$ cat src/rtl/core/ffa_pkg.sv
package ffa_pkg;

   localparam int MaxBlocksDefault = 64;
   localparam int AddrBits         = 32;
   localparam int FieldBits        = 32;
   localparam logic [FieldBits-1:0] CapacityReset = 32'd65536;

   typedef enum logic [1:0] {
      ST_OK    = 2'd0,
      ST_ZERO  = 2'd1,
      ST_NOFIT = 2'd2,
      ST_FULL  = 2'd3
   } status_type;

   typedef enum logic {
      OP_ALLOC = 1'b0,
      OP_FREE  = 1'b1
   } op_type;

   // Commands from the controller to the datapath.
   typedef struct packed {
      logic init;      // reload the table from capacity
      logic load;      // capture the request
      logic prep;      // check for a zero request and range-check a free
      logic scan_rd;   // issue a read of the scan entry
      logic scan_eval; // evaluate the entry read back
      logic shift_rd;  // read an entry being moved
      logic shift_wr;  // write the moved entry
      logic commit;    // apply the final update
   } ffa_cmd_type;

   // Status from the datapath to the controller.
   typedef struct packed {
      logic scan_end;  // scan index reached the table count
      logic hit;       // entry evaluated is the chosen one
      logic shift_end; // move sequence finished
      logic early;     // request finishes without a table change
   } ffa_stat_type;

endpackage

$ cat src/rtl/core/ffa_ctrl.sv
module ffa_ctrl (
   input  logic                clock,
   input  logic                reset,
   input  logic                csr_write,
   input  logic                req_fire,
   input  logic                rsp_valid,
   input  ffa_pkg::ffa_stat_type stat,
   output ffa_pkg::ffa_cmd_type  cmd,
   output logic                busy
);
   import ffa_pkg::*;

   typedef enum logic [7:0] {
      S_IDLE  = 8'b0000_0001,
      S_PREP  = 8'b0000_0010,
      S_SRD   = 8'b0000_0100,
      S_SEV   = 8'b0000_1000,
      S_MRD   = 8'b0001_0000,
      S_MWR   = 8'b0010_0000,
      S_DONE  = 8'b0100_0000,
      S_WAIT  = 8'b1000_0000
   } state_type;

   state_type state_ff, state_in;

   // Next state: scan entries, then shift the table, then commit.
   always_comb begin
      state_in = state_ff;
      unique case (state_ff)
         S_IDLE: if (req_fire) state_in = S_PREP;
         S_PREP: state_in = stat.early ? S_DONE : S_SRD;
         S_SRD:  state_in = stat.scan_end ? S_MRD : S_SEV;
         S_SEV: begin
            if (stat.early) state_in = S_DONE;
            else if (stat.hit) state_in = S_MRD;
            else state_in = S_SRD;
         end
         S_MRD:  state_in = stat.shift_end ? S_DONE : S_MWR;
         S_MWR:  state_in = S_MRD;
         S_DONE: state_in = S_WAIT;
         S_WAIT: if (!rsp_valid) state_in = S_IDLE;
         default: state_in = S_IDLE;
      endcase
   end

   always_ff @(posedge clock) begin
      if (reset) state_ff <= S_IDLE;
      else       state_ff <= state_in;
   end

   always_comb begin
      cmd           = '0;
      cmd.init      = csr_write;
      cmd.load      = req_fire;
      cmd.prep      = (state_ff == S_PREP);
      cmd.scan_rd   = (state_ff == S_SRD);
      cmd.scan_eval = (state_ff == S_SEV);
      cmd.shift_rd  = (state_ff == S_MRD);
      cmd.shift_wr  = (state_ff == S_MWR);
      cmd.commit    = (state_ff == S_DONE);
   end

   assign busy = (state_ff != S_IDLE);
endmodule

$ cat config.mk
export PLATFORM = sky130hd
export DESIGN_NAME = ffa_ctrl
export DESIGN_NICKNAME = d
export VERILOG_FILES = /design/src/rtl/core/ffa_pkg.sv /design/src/rtl/core/ffa_ctrl.sv
export SDC_FILE = /design/constraint.sdc
export NUM_CORES = 1
export LEC_CHECK = 0
export BUFFER_PORTS_ARGS = -buffer_cell sky130_fd_sc_hd__buf_2
export CAP_MARGIN = 15
export CORE_AREA = 2 2 39 41
export DETAILED_ROUTE_END_ITERATION = 7
export DIE_AREA = 0 0 41 43
export PLACE_DENSITY = 0.76
export SYNTH_ARGS = -nofsm -noshare
export SYNTH_HDL_FRONTEND = slang
export SYNTH_SLANG_ARGS = --single-unit
$ cat constraint.sdc
create_clock -name clock -period 4.9 [get_ports clock]
set_clock_uncertainty 0.2 [all_clocks]
set_input_delay 0.98 -clock clock [delete_from_list [all_inputs] [get_ports clock]]
set_output_delay 0.98 -clock clock [all_outputs]
set_load 0.1 [all_outputs]
==> run metrics, run 1 <==
outcome=complete, no violations; area leader, netlist=dfxtp_1; Core Util, Final=45.2%; Regs by FF count=state_ff x8; cts hold-fix bufs=0; Total Wirelength=1240 um; placed cell area=603 sq um; P per Cell Area=266 nW/um^2; RSZ-0062 raised after global routing=no; Avg Cell Area, Syn=8.76 sq um; Max Slew Vio Count=0; port bufs=15; Max Clock Freq=316 MHz; predominant post-synthesis flop cell=dfxtp_1; Final Net Count=86; core footprint=1380 sq um; area taken by multi-input logic gates=348 sq um; FILL cells=127; max reg flops=8; I/O Pins=18; Post-synth EDFFs=0; Vias/cell=5.73; CTS clk-pin slew, worst paths=0.06 ns; Fin. Hold Viols=0; Post-synth top cells=nor2_1 (11), dfxtp_1 (8), nand2b_1 (4), nand4b_1 (4); Yosys warnings=0; Power Total=167 uW; Slew @ Worst Pin=0.490 ns; Top reg by flops=state_ff; Worst Setup End Kind=output pin; Max VDD drop=0.000109 V; Initial DRC Count=15; Sequential Area=160 sq um; Finished Cell Area=626 sq um; via count=521; total of max-cap violations=0; router iterations before antenna repair=6; top-count cell post-synth=nor2_1; largest net degree at the start of global routing=9; CTS tree=done; area grow syn2layout=21.1%; # clock sinks=8; Arr. time, crit path=1.98 ns; Period minus WS final=3.16 ns; DRC errors left=0; most area-consuming cells after synthesis=dfxtp_1 (31%), nor2_1 (8.0%), nand4b_1 (6.8%), nand2b_1 (4.8%), o2bb2a_1 (3.9%); post-route ant nets=0; die area=1760 sq um; Synth top area share=31.0%; fin crit share=64.5%; buffers inserted by post-CTS timing repair=0; final setup vio count=0; Seq cells post-synth=8; CP Launch Type=flip-flop; leak pwr=0.000266 uW; Wirelength per Cell=13.6 um; Post-synth ARST share=0%; CP required=3.72 ns; Std-Cell Rows=14; hold crit path type=flip-flop to flip-flop; grt total ovfl=0; register area share after synthesis=31.0%; worst skew pair latency=0.25 ns; distinct cell type count after synthesis=30; Initial Util=37.3%; Die W=41 um; hold_ws=0.440 ns; CTS root buf=clkbuf_4; Max-slew headroom=67.5%; global-route wire length before repair=1920 um; critical path type=flip-flop to output pin; vias in the first global route=457; Post-Syn Instances=59; setup tns final=0 ns; initial antenna violation count=0; Post-Syn Nets=68; gpl congestion=0.776; Post-Syn Area=517 sq um; Die Y-Extent=43 um; GRT Overall Usage=16.0%; Num CTS Buffers=3; n_diodes=0; htree depth=1; Crit Path Max Fanout=8; Max clock buf depth=2; post_cts resized=0; share of cells above drive strength 1=33.3%
worst paths after layout:
path	from	to	slack [ns]	cells past startpoint
worst max-delay path	state_ff[1]$_SDFFE_PP0P_	cmd[4]	1.74	3
worst min-delay path	state_ff[3]$_SDFFE_PP0P_	state_ff[4]$_SDFFE_PP0P_	0.44	2
worst max register to register	state_ff[7]$_SDFFE_PP0P_	state_ff[4]$_SDFFE_PP0P_	2.95	4
worst min register to register	state_ff[3]$_SDFFE_PP0P_	state_ff[4]$_SDFFE_PP0P_	0.44	2
through the flow:
| stage | instances | setup WS, ns |
|---|---|---|
| CTS | 91 | 1.75 |
| global placement | 88 | 2.05 |
| detailed placement | 88 | 2.03 |
| finish | 91 | 1.74 |
| global route | 91 | 1.69 |
| floorplan | 59 | 1.17 |
metal layers:
metal,wire length (um),share of wire [%],GRT usage [%]
met5,0,0,0
met4,14,1.1,8.00
met3,41,3.3,3.14
met2,593,48,22.5
met1,588,47,22.3
critical path, stage by stage (launching register included):
cell and delay, ns:
dfxtp_1 0.37, or3_1 0.46, nor4b_2 0.40, buf_2 0.50
power breakdown:
group,total [uW],switching (uW),internal [uW],leakage [uW]
combinational,44.7,30.8,14.0,0.000187
sequential,69.7,2.76,67.0,0.0000649
clock,52.2,24.1,28.2,0.0000138
kinds of logic after synthesis:
family                    after synthesis  share of synthesized area (%)
AOI/OAI and AO/OA                      10                           16.5
xor gates and xnor gates                1                           1.70
buffers and inverters                   2                           2.90
DFF                                     8                           31.0
and+or+nand+nor                        38                           47.9
final cells by class:
cell class              count  area share, %
flip-flops and latches      8           25.6
clock buffers               3           3.60
well taps                  16           3.20
multi-input cells          49           55.6
repair buffers             15           12.0
layout by cell type (no fill, tap or decap):
master / count
and2b_1: 1
or3_4: 1
and3b_1: 2
nand3b_1: 1
o2bb2a_1: 2
nor2_1: 11
xor2_1: 1
o31ai_1: 1
o21ai_0: 1
and4bb_2: 1
a21bo_2: 1
nor3b_1: 1
or3_1: 2
and4_1: 2
clkbuf_4: 3
nand2b_1: 4
nand4_1: 1
a21oi_1: 1
nor4b_2: 1
o21a_1: 1
nand4b_1: 4
nor3_1: 1
o22ai_2: 1
nand3_1: 1
or3b_2: 1
or4_4: 1
dfxtp_1: 8
a41oi_1: 1
buf_2: 15
nand2_1: 2
o2111ai_1: 1
Note: power is estimated with default switching activity, not from simulation.
==> inputs of run 2 (changes only) <==
--- a/config.mk
+++ b/config.mk
@@ -10,7 +10,7 @@
 export CORE_AREA = 2 2 39 41
 export DETAILED_ROUTE_END_ITERATION = 7
 export DIE_AREA = 0 0 41 43
-export PLACE_DENSITY = 0.76
+export PLACE_DENSITY = 0.78
 export SYNTH_ARGS = -nofsm -noshare
 export SYNTH_HDL_FRONTEND = slang
 export SYNTH_SLANG_ARGS = --single-unit
==> constraint.sdc (replaced) <==
create_clock -name clock -period 2.84 [get_ports clock]
set_clock_uncertainty 0.2 [all_clocks]
set_input_delay 0.568 -clock clock [delete_from_list [all_inputs] [get_ports clock]]
set_output_delay 0.568 -clock clock [all_outputs]
set_load 0.1 [all_outputs]
==> run metrics, run 2 (synthesis gave the netlist of run 1 again) <==
outcome=complete, no violations (unchanged); post-detail-place hpwl=857 um; CTS tree=done (unchanged); buffers inserted by post-CTS timing repair=0 (unchanged); port bufs=15 (unchanged); grt total ovfl=0 (unchanged); I/O Pins=18 (unchanged); Final Net Count=86 (unchanged); cts hold-fix bufs=0 (unchanged); die area=1760 sq um (unchanged); critical path's slowest cell=or4_4 (was buf_2); Total Wirelength=1190 um (was 1240 um); Core Util, Final=46.0% (was 45.2%); initial antenna violation count=0 (unchanged); Die Y-Extent=43 um (unchanged); gpl congestion=0.778 (was 0.776); Top reg by flops=state_ff (unchanged); CP Buf/Inv Count=1 (unchanged); Max clock buf depth=2 (unchanged); max reg flops=8 (unchanged); post_cts resized=0 (unchanged); Max Clock Freq=361 MHz; Vias/cell=5.55 (was 5.73); R2R Path Start=state_ff[7]$_SDFFE_PP0P_ (unchanged); placed cell area=614 sq um (was 603 sq um); Slew @ Worst Pin=0.484 ns (was 0.490 ns); CTS clk-pin slew, worst paths=0.06 ns (about the same); delay-heaviest family, CP=simple AND/OR/NAND/NOR gates (unchanged); Die W=41 um (unchanged); critical-path cell list=or3_4 > or4_4 > nor2_1 > buf_2 (was or3_1 > nor4b_2 > buf_2); Num CTS Buffers=3 (unchanged); core footprint=1380 sq um (unchanged); Arr. time, crit path=2.00 ns (was 1.98 ns); FILL cells=136 (was 127); Max Slew Vio Count=0 (unchanged); CP required=2.07 ns (was 3.72 ns); CTS root buf=clkbuf_4 (unchanged); n_diodes=0 (unchanged); reg2reg setup slack=0.89 ns (was 2.95 ns); router iterations before antenna repair=4 (was 6); via count=505 (was 521); RSZ-0062 raised after global routing=no (unchanged); Initial Util=37.3% (unchanged); Regs by FF count=state_ff x8 (unchanged); hold_sp=stat[1] (was state_ff[3]$_SDFFE_PP0P_); WHS Endpoint=state_ff[5]$_SDFFE_PP0P_ (was state_ff[4]$_SDFFE_PP0P_); Sequential Area=160 sq um (unchanged); most frequent cells in the layout=buf_2 (15), nor2_1 (10), dfxtp_1 (8) (was buf_2 (15), nor2_1 (11), dfxtp_1 (8)); Max-slew headroom=67.9% (was 67.5%); Wirelength per Cell=13.1 um (was 13.6 um); # clock sinks=8 (unchanged); hold_ws=0.284 ns (was 0.440 ns); DRC errors left=0 (unchanged); Initial DRC Count=8 (was 15); CP Launch Type=flip-flop (unchanged); post-route ant nets=0 (unchanged); hold path depth=2 (unchanged); final setup vio count=0 (unchanged); Worst Setup End Kind=output pin (unchanged); worst flop-to-flop path endpoint=state_ff[4]$_SDFFE_PP0P_ (unchanged); max incr delay on CP=0.44 ns (was 0.50 ns); Period minus WS final=2.77 ns; worst skew pair latency=0.26 ns (was 0.25 ns); Finished Cell Area=637 sq um (was 626 sq um); P per Cell Area=454 nW/um^2 (was 266 nW/um^2); commonest non-fill, non-tap cell in the layout=buf_2 (unchanged); critical path type=flip-flop to output pin (unchanged); leak pwr=0.000266 uW (about the same); Reg2Reg Depth=4 (unchanged); Crit Path Max Fanout=4 (was 8); hold crit path type=primary input to flip-flop (was flip-flop to flip-flop); Std-Cell Rows=14 (unchanged); global-route wire length before repair=1690 um (was 1920 um); GRT Overall Usage=15.2% (was 16.0%); Fin. Hold Viols=0 (unchanged); largest net degree at the start of global routing=9 (unchanged); area grow syn2layout=23.2% (was 21.1%); total of max-cap violations=0 (unchanged); share of cells above drive strength 1=34.7% (was 33.3%); fin crit share=97.5%; htree depth=1 (unchanged); area taken by multi-input logic gates=359 sq um (was 348 sq um); Max VDD drop=0.000176 V (was 0.000109 V); vias in the first global route=402 (was 457)
==> run 2: cell count changes in the layout (fill, tap and decap cells not counted) <==
| cell | before | now |
|---|---|---|
| nor4b_4 | 0 | 1 |
| nor2_2 | 0 | 1 |
| nor2_1 | 11 | 10 |
| nor4b_2 | 1 | 0 |
==> run 2: power breakdown <==
group	internal, uW	switching (uW)
Clock	48.6	42.2
Sequential	116	5.08
Combinational	24.4	53.3
Total	189	101
==> run 2: layout make-up <==
type	instances	area share [%]
clock buffers	3	3.54
multi-input cells	49	56.4
flip-flops and latches	8	25.1
well taps	16	3.14
repair buffers	15	11.8
==> run 2: through the flow <==
stage	setup TNS, ns	power, uW	setup WS (ns)	cells
after floorplan	-0.704	191	-0.352	59
after global placement	0	199	0.394	88
after detailed placement	0	200	0.364	88
after CTS	0	294	0.0651	91
after global routing	0	307	0.0281	91
final	0	289	0.0708	91
==> run 2: layer usage <==
metal  up-vias  global-route usage [%]  share of wire [%]
li1        262                       -                  -
met1       229                    19.9                 51
met2        12                    17.8                 43
met3         2                    7.85                4.5
met4         0                    12.0                1.9
met5         -                       0                  0
==> run 2: worst max-delay path by stage <==
stage | startpoint | slack (ns) | depth (start not counted) | to
6_report | state_ff[7]$_SDFFE_PP0P_ | 0.07 | 4 | cmd[3]
2_1_floorplan | state_ff[7]$_SDFFE_PP0P_ | -0.35 | 3 | cmd[3]
3_3_place_gp | state_ff[7]$_SDFFE_PP0P_ | 0.39 | 4 | cmd[3]
3_5_place_dp | state_ff[7]$_SDFFE_PP0P_ | 0.36 | 4 | cmd[3]
4_1_cts | state_ff[7]$_SDFFE_PP0P_ | 0.07 | 4 | cmd[3]
5_1_grt | state_ff[7]$_SDFFE_PP0P_ | 0.03 | 4 | cmd[3]
==> run 2: worst register-to-register path, stage by stage (launching register included) <==
cell	delay (ns)
dfxtp_1	0.33
or3_4	0.41
or4_4	0.44
or3_1	0.36
o22ai_2	0.14
==> inputs of run 3 (changes only) <==
--- a/config.mk
+++ b/config.mk
@@ -5,12 +5,13 @@
 export SDC_FILE = /design/constraint.sdc
 export NUM_CORES = 1
 export LEC_CHECK = 0
+export ABC_AREA = 1
 export BUFFER_PORTS_ARGS = -buffer_cell sky130_fd_sc_hd__buf_2
 export CAP_MARGIN = 15
-export CORE_AREA = 2 2 39 41
+export CORE_MARGIN = 2
+export CORE_UTILIZATION = 42
 export DETAILED_ROUTE_END_ITERATION = 7
-export DIE_AREA = 0 0 41 43
-export PLACE_DENSITY = 0.78
+export PLACE_DENSITY = 0.82
 export SYNTH_ARGS = -nofsm -noshare
 export SYNTH_HDL_FRONTEND = slang
 export SYNTH_SLANG_ARGS = --single-unit
==> run metrics, run 3 <==
FILL cells=126 (was 136); Post-synth ARST share=0% (unchanged); area leader, netlist=dfxtp_1 (unchanged); post_cts resized=0 (unchanged); Initial Util=43.8% (was 37.3%); port bufs=15 (unchanged); Std-Cell Rows=13 (was 14); GRT Overall Usage=14.1% (was 15.2%); DRC errors left=0 (unchanged); Die W=40.4 um (was 41 um); setup tns final=0 ns (unchanged); fin crit share=80.9% (was 97.5%); Max-slew headroom=67.8% (was 67.9%); reg2reg setup slack=1.46 ns (was 0.89 ns); Initial DRC Count=8 (unchanged); Crit Path Max Fanout=4 (unchanged); critical-path cell list=inv_1 > nand2_1 > nor2_2 > nand2_1 > inv_1 > buf_2 (was or3_4 > or4_4 > nor2_1 > buf_2); Post-Syn Area=556 sq um (was 517 sq um); Regs by FF count=state_ff x8 (unchanged); critical path type=flip-flop to output pin (unchanged); Top reg by flops=state_ff (unchanged); Total Wirelength=1070 um (was 1190 um); Arr. time, crit path=1.53 ns (was 2.00 ns); placed cell area=634 sq um (was 614 sq um); gpl congestion=0.763 (was 0.778); Period minus WS final=2.30 ns (was 2.77 ns); hold_ws=0.288 ns (was 0.284 ns); most frequent cells in the layout=nand2_1 (20), inv_1 (17), buf_2 (15) (was buf_2 (15), nor2_1 (10), dfxtp_1 (8)); Max Clock Freq=435 MHz (was 361 MHz); register area share after synthesis=28.8% (was 31.0%); initial antenna violation count=0 (unchanged); Fin. Hold Viols=0 (unchanged); post-detail-place hpwl=876 um (was 857 um); largest net degree at the start of global routing=6 (was 9); Slew @ Worst Pin=0.486 ns (was 0.484 ns); CP required=2.07 ns (about the same); Max clock buf depth=2 (unchanged); met1 global-route usage=18.4% (was 19.9%); htree depth=1 (unchanged); pre-CTS setup slack=0.818 ns (was 0.364 ns); Post-Syn Instances=87 (was 59); Crit. Startpoint=state_ff[0]$_SDFFE_PP1P_ (was state_ff[7]$_SDFFE_PP0P_); I/O Pins=18 (unchanged); outcome=complete, no violations (unchanged); worst skew pair latency=0.25 ns (was 0.26 ns); worst flop-to-flop path endpoint=state_ff[0]$_SDFFE_PP1P_ (was state_ff[4]$_SDFFE_PP0P_); critical path's slowest cell=buf_2 (was or4_4); post-route ant nets=0 (unchanged); max incr delay on CP=0.41 ns (was 0.44 ns); CTS tree=done (unchanged); CP Launch Type=flip-flop (unchanged); Post-synth EDFFs=0 (unchanged); area grow syn2layout=18.2% (was 23.2%); Critical Path Stages=6 (was 4); Final Net Count=114 (was 86); leak pwr=0.000413 uW (was 0.000266 uW); commonest non-fill, non-tap cell in the layout=nand2_1 (was buf_2); CP Capture Point=cmd[2] (was cmd[3]); distinct cell type count after synthesis=17 (was 30); router iterations before antenna repair=4 (unchanged); grt total ovfl=0 (unchanged); via count=537 (was 505); final setup vio count=0 (unchanged); core footprint=1270 sq um (was 1380 sq um); delay-heaviest family, CP=buffers and inverters (was simple AND/OR/NAND/NOR gates); vias in the first global route=418 (was 402); hold crit path type=primary input to flip-flop (unchanged); met3 GRT Util=3.33% (was 7.85%); Reg2Reg Depth=8 (was 4); Synth top area share=28.8% (was 31.0%); Avg Cell Area, Syn=6.39 sq um (was 8.76 sq um); buffers inserted by post-CTS timing repair=0 (unchanged); Worst Setup End Kind=output pin (unchanged); Yosys warnings=0 (unchanged); share of cells above drive strength 1=34.0% (was 34.7%); Die Y-Extent=40.4 um (was 43 um); Top Usage Layer GRT=met2 (was met1); predominant post-synthesis flop cell=dfxtp_1 (unchanged); Max Slew Vio Count=0 (unchanged); cts hold-fix bufs=0 (unchanged); Post-synth top cells=nand2_1 (20), inv_1 (17), nor2_1 (13), dfxtp_1 (8), inv_2 (5) (was nor2_1 (11), dfxtp_1 (8), nand2b_1 (4), nand4b_1 (4)); CP Buf/Inv Count=3 (was 1); Num CTS Buffers=3 (unchanged); Wirelength per Cell=9.03 um (was 13.1 um); n_diodes=0 (unchanged); top-count cell post-synth=nand2_1 (was nor2_1); Power Total=565 uW (was 289 uW); die area=1630 sq um (was 1760 sq um); most area-consuming cells after synthesis=dfxtp_1 (29%), nand2_1 (14%), inv_1 (11%), nor2_1 (8.8%), nand2_4 (8.1%) (was dfxtp_1 (31%), nor2_1 (8.0%), nand4b_1 (6.8%), nand2b_1 (4.8%), o2bb2a_1 (3.9%)); max reg flops=8 (unchanged); R2R Path Start=state_ff[0]$_SDFFE_PP1P_ (was state_ff[7]$_SDFFE_PP0P_); P per Cell Area=860 nW/um^2 (was 454 nW/um^2); CTS clk-pin slew, worst paths=0.05 ns (was 0.06 ns); global-route wire length before repair=1520 um (was 1690 um); Finished Cell Area=657 sq um (was 637 sq um); # clock sinks=8 (unchanged); Vias/cell=4.55 (was 5.55); CTS root buf=clkbuf_4 (unchanged); Post-Syn Nets=96 (was 68); Max VDD drop=0.000411 V (was 0.000176 V); Seq cells post-synth=8 (unchanged); total of max-cap violations=0 (unchanged); worst setup margin=0.542 ns (was 0.0708 ns); met2 usage=21.0% (was 17.8%); RSZ-0062 raised after global routing=no (unchanged)
-- run 3: changes by cell type after synthesis, sizes merged, moves of 2 or more --
cell,before,now
nor3,1,4
and3b,2,0
and4,2,0
nand4b,4,0
nor2,11,16
o2bb2a,2,0
inv,0,22
nand2b,4,0
nand3,1,4
nand2,2,27
or3,3,0
-- run 3: layer usage --
metal | wire, um | part of all wire [%]
met1 | 473 | 44
met3 | 67 | 6.3
met5 | 0 | 0
met4 | 34 | 3.2
met2 | 490 | 46
-- run 3: final cells by class --
type | instances | area (sq um) | share of cell area (%)
Multi-Input combinational cell | 55 | 298 | 45.3
Clock buffer | 3 | 22.5 | 3.43
Tap cell | 15 | 18.8 | 2.86
Timing Repair Buffer | 15 | 75.1 | 11.4
Sequential cell | 8 | 160 | 24.4
Inverter | 22 | 82.6 | 12.6
-- run 3: cell families (layout without fill, tap and decap cells) --
| family | Yosys count | in the layout | synth area share [%] |
|---|---|---|---|
| simple gates | 51 | 51 | 50.0 |
| compound gates | 4 | 4 | 3.60 |
| flops | 8 | 8 | 28.8 |
| buf+inv | 24 | 40 | 17.6 |
-- run 3: how the worst min path moves through the flow --
stage	from	end	slack (ns)	depth (start not counted)
after global placement	state_ff[2]$_SDFFE_PP0P_	state_ff[3]$_SDFFE_PP0P_	0.37	4
after global routing	stat[3]	state_ff[3]$_SDFFE_PP0P_	0.29	2
after floorplan	state_ff[2]$_SDFFE_PP0P_	state_ff[3]$_SDFFE_PP0P_	0.35	4
after detailed placement	state_ff[2]$_SDFFE_PP0P_	state_ff[3]$_SDFFE_PP0P_	0.39	4
final	stat[1]	state_ff[5]$_SDFFE_PP0P_	0.29	2
after CTS	stat[1]	state_ff[5]$_SDFFE_PP0P_	0.29	2
-- run 3: per-stage QoR --
step,instances,util (%)
after floorplan,87,-
after global placement,115,50.0
after global routing,118,51.8
final,118,51.8
after CTS,118,51.8
after detailed placement,115,50.0
-- run 3: where the power goes --
part	internal, uW	switching (uW)	leakage (uW)	total [uW]
Sequential	133	10.4	0.0000651	143
Clock	48.3	37.9	0.0000138	86.2
Combinational	83.6	252	0.000334	335
Total	265	300	0.000413	565
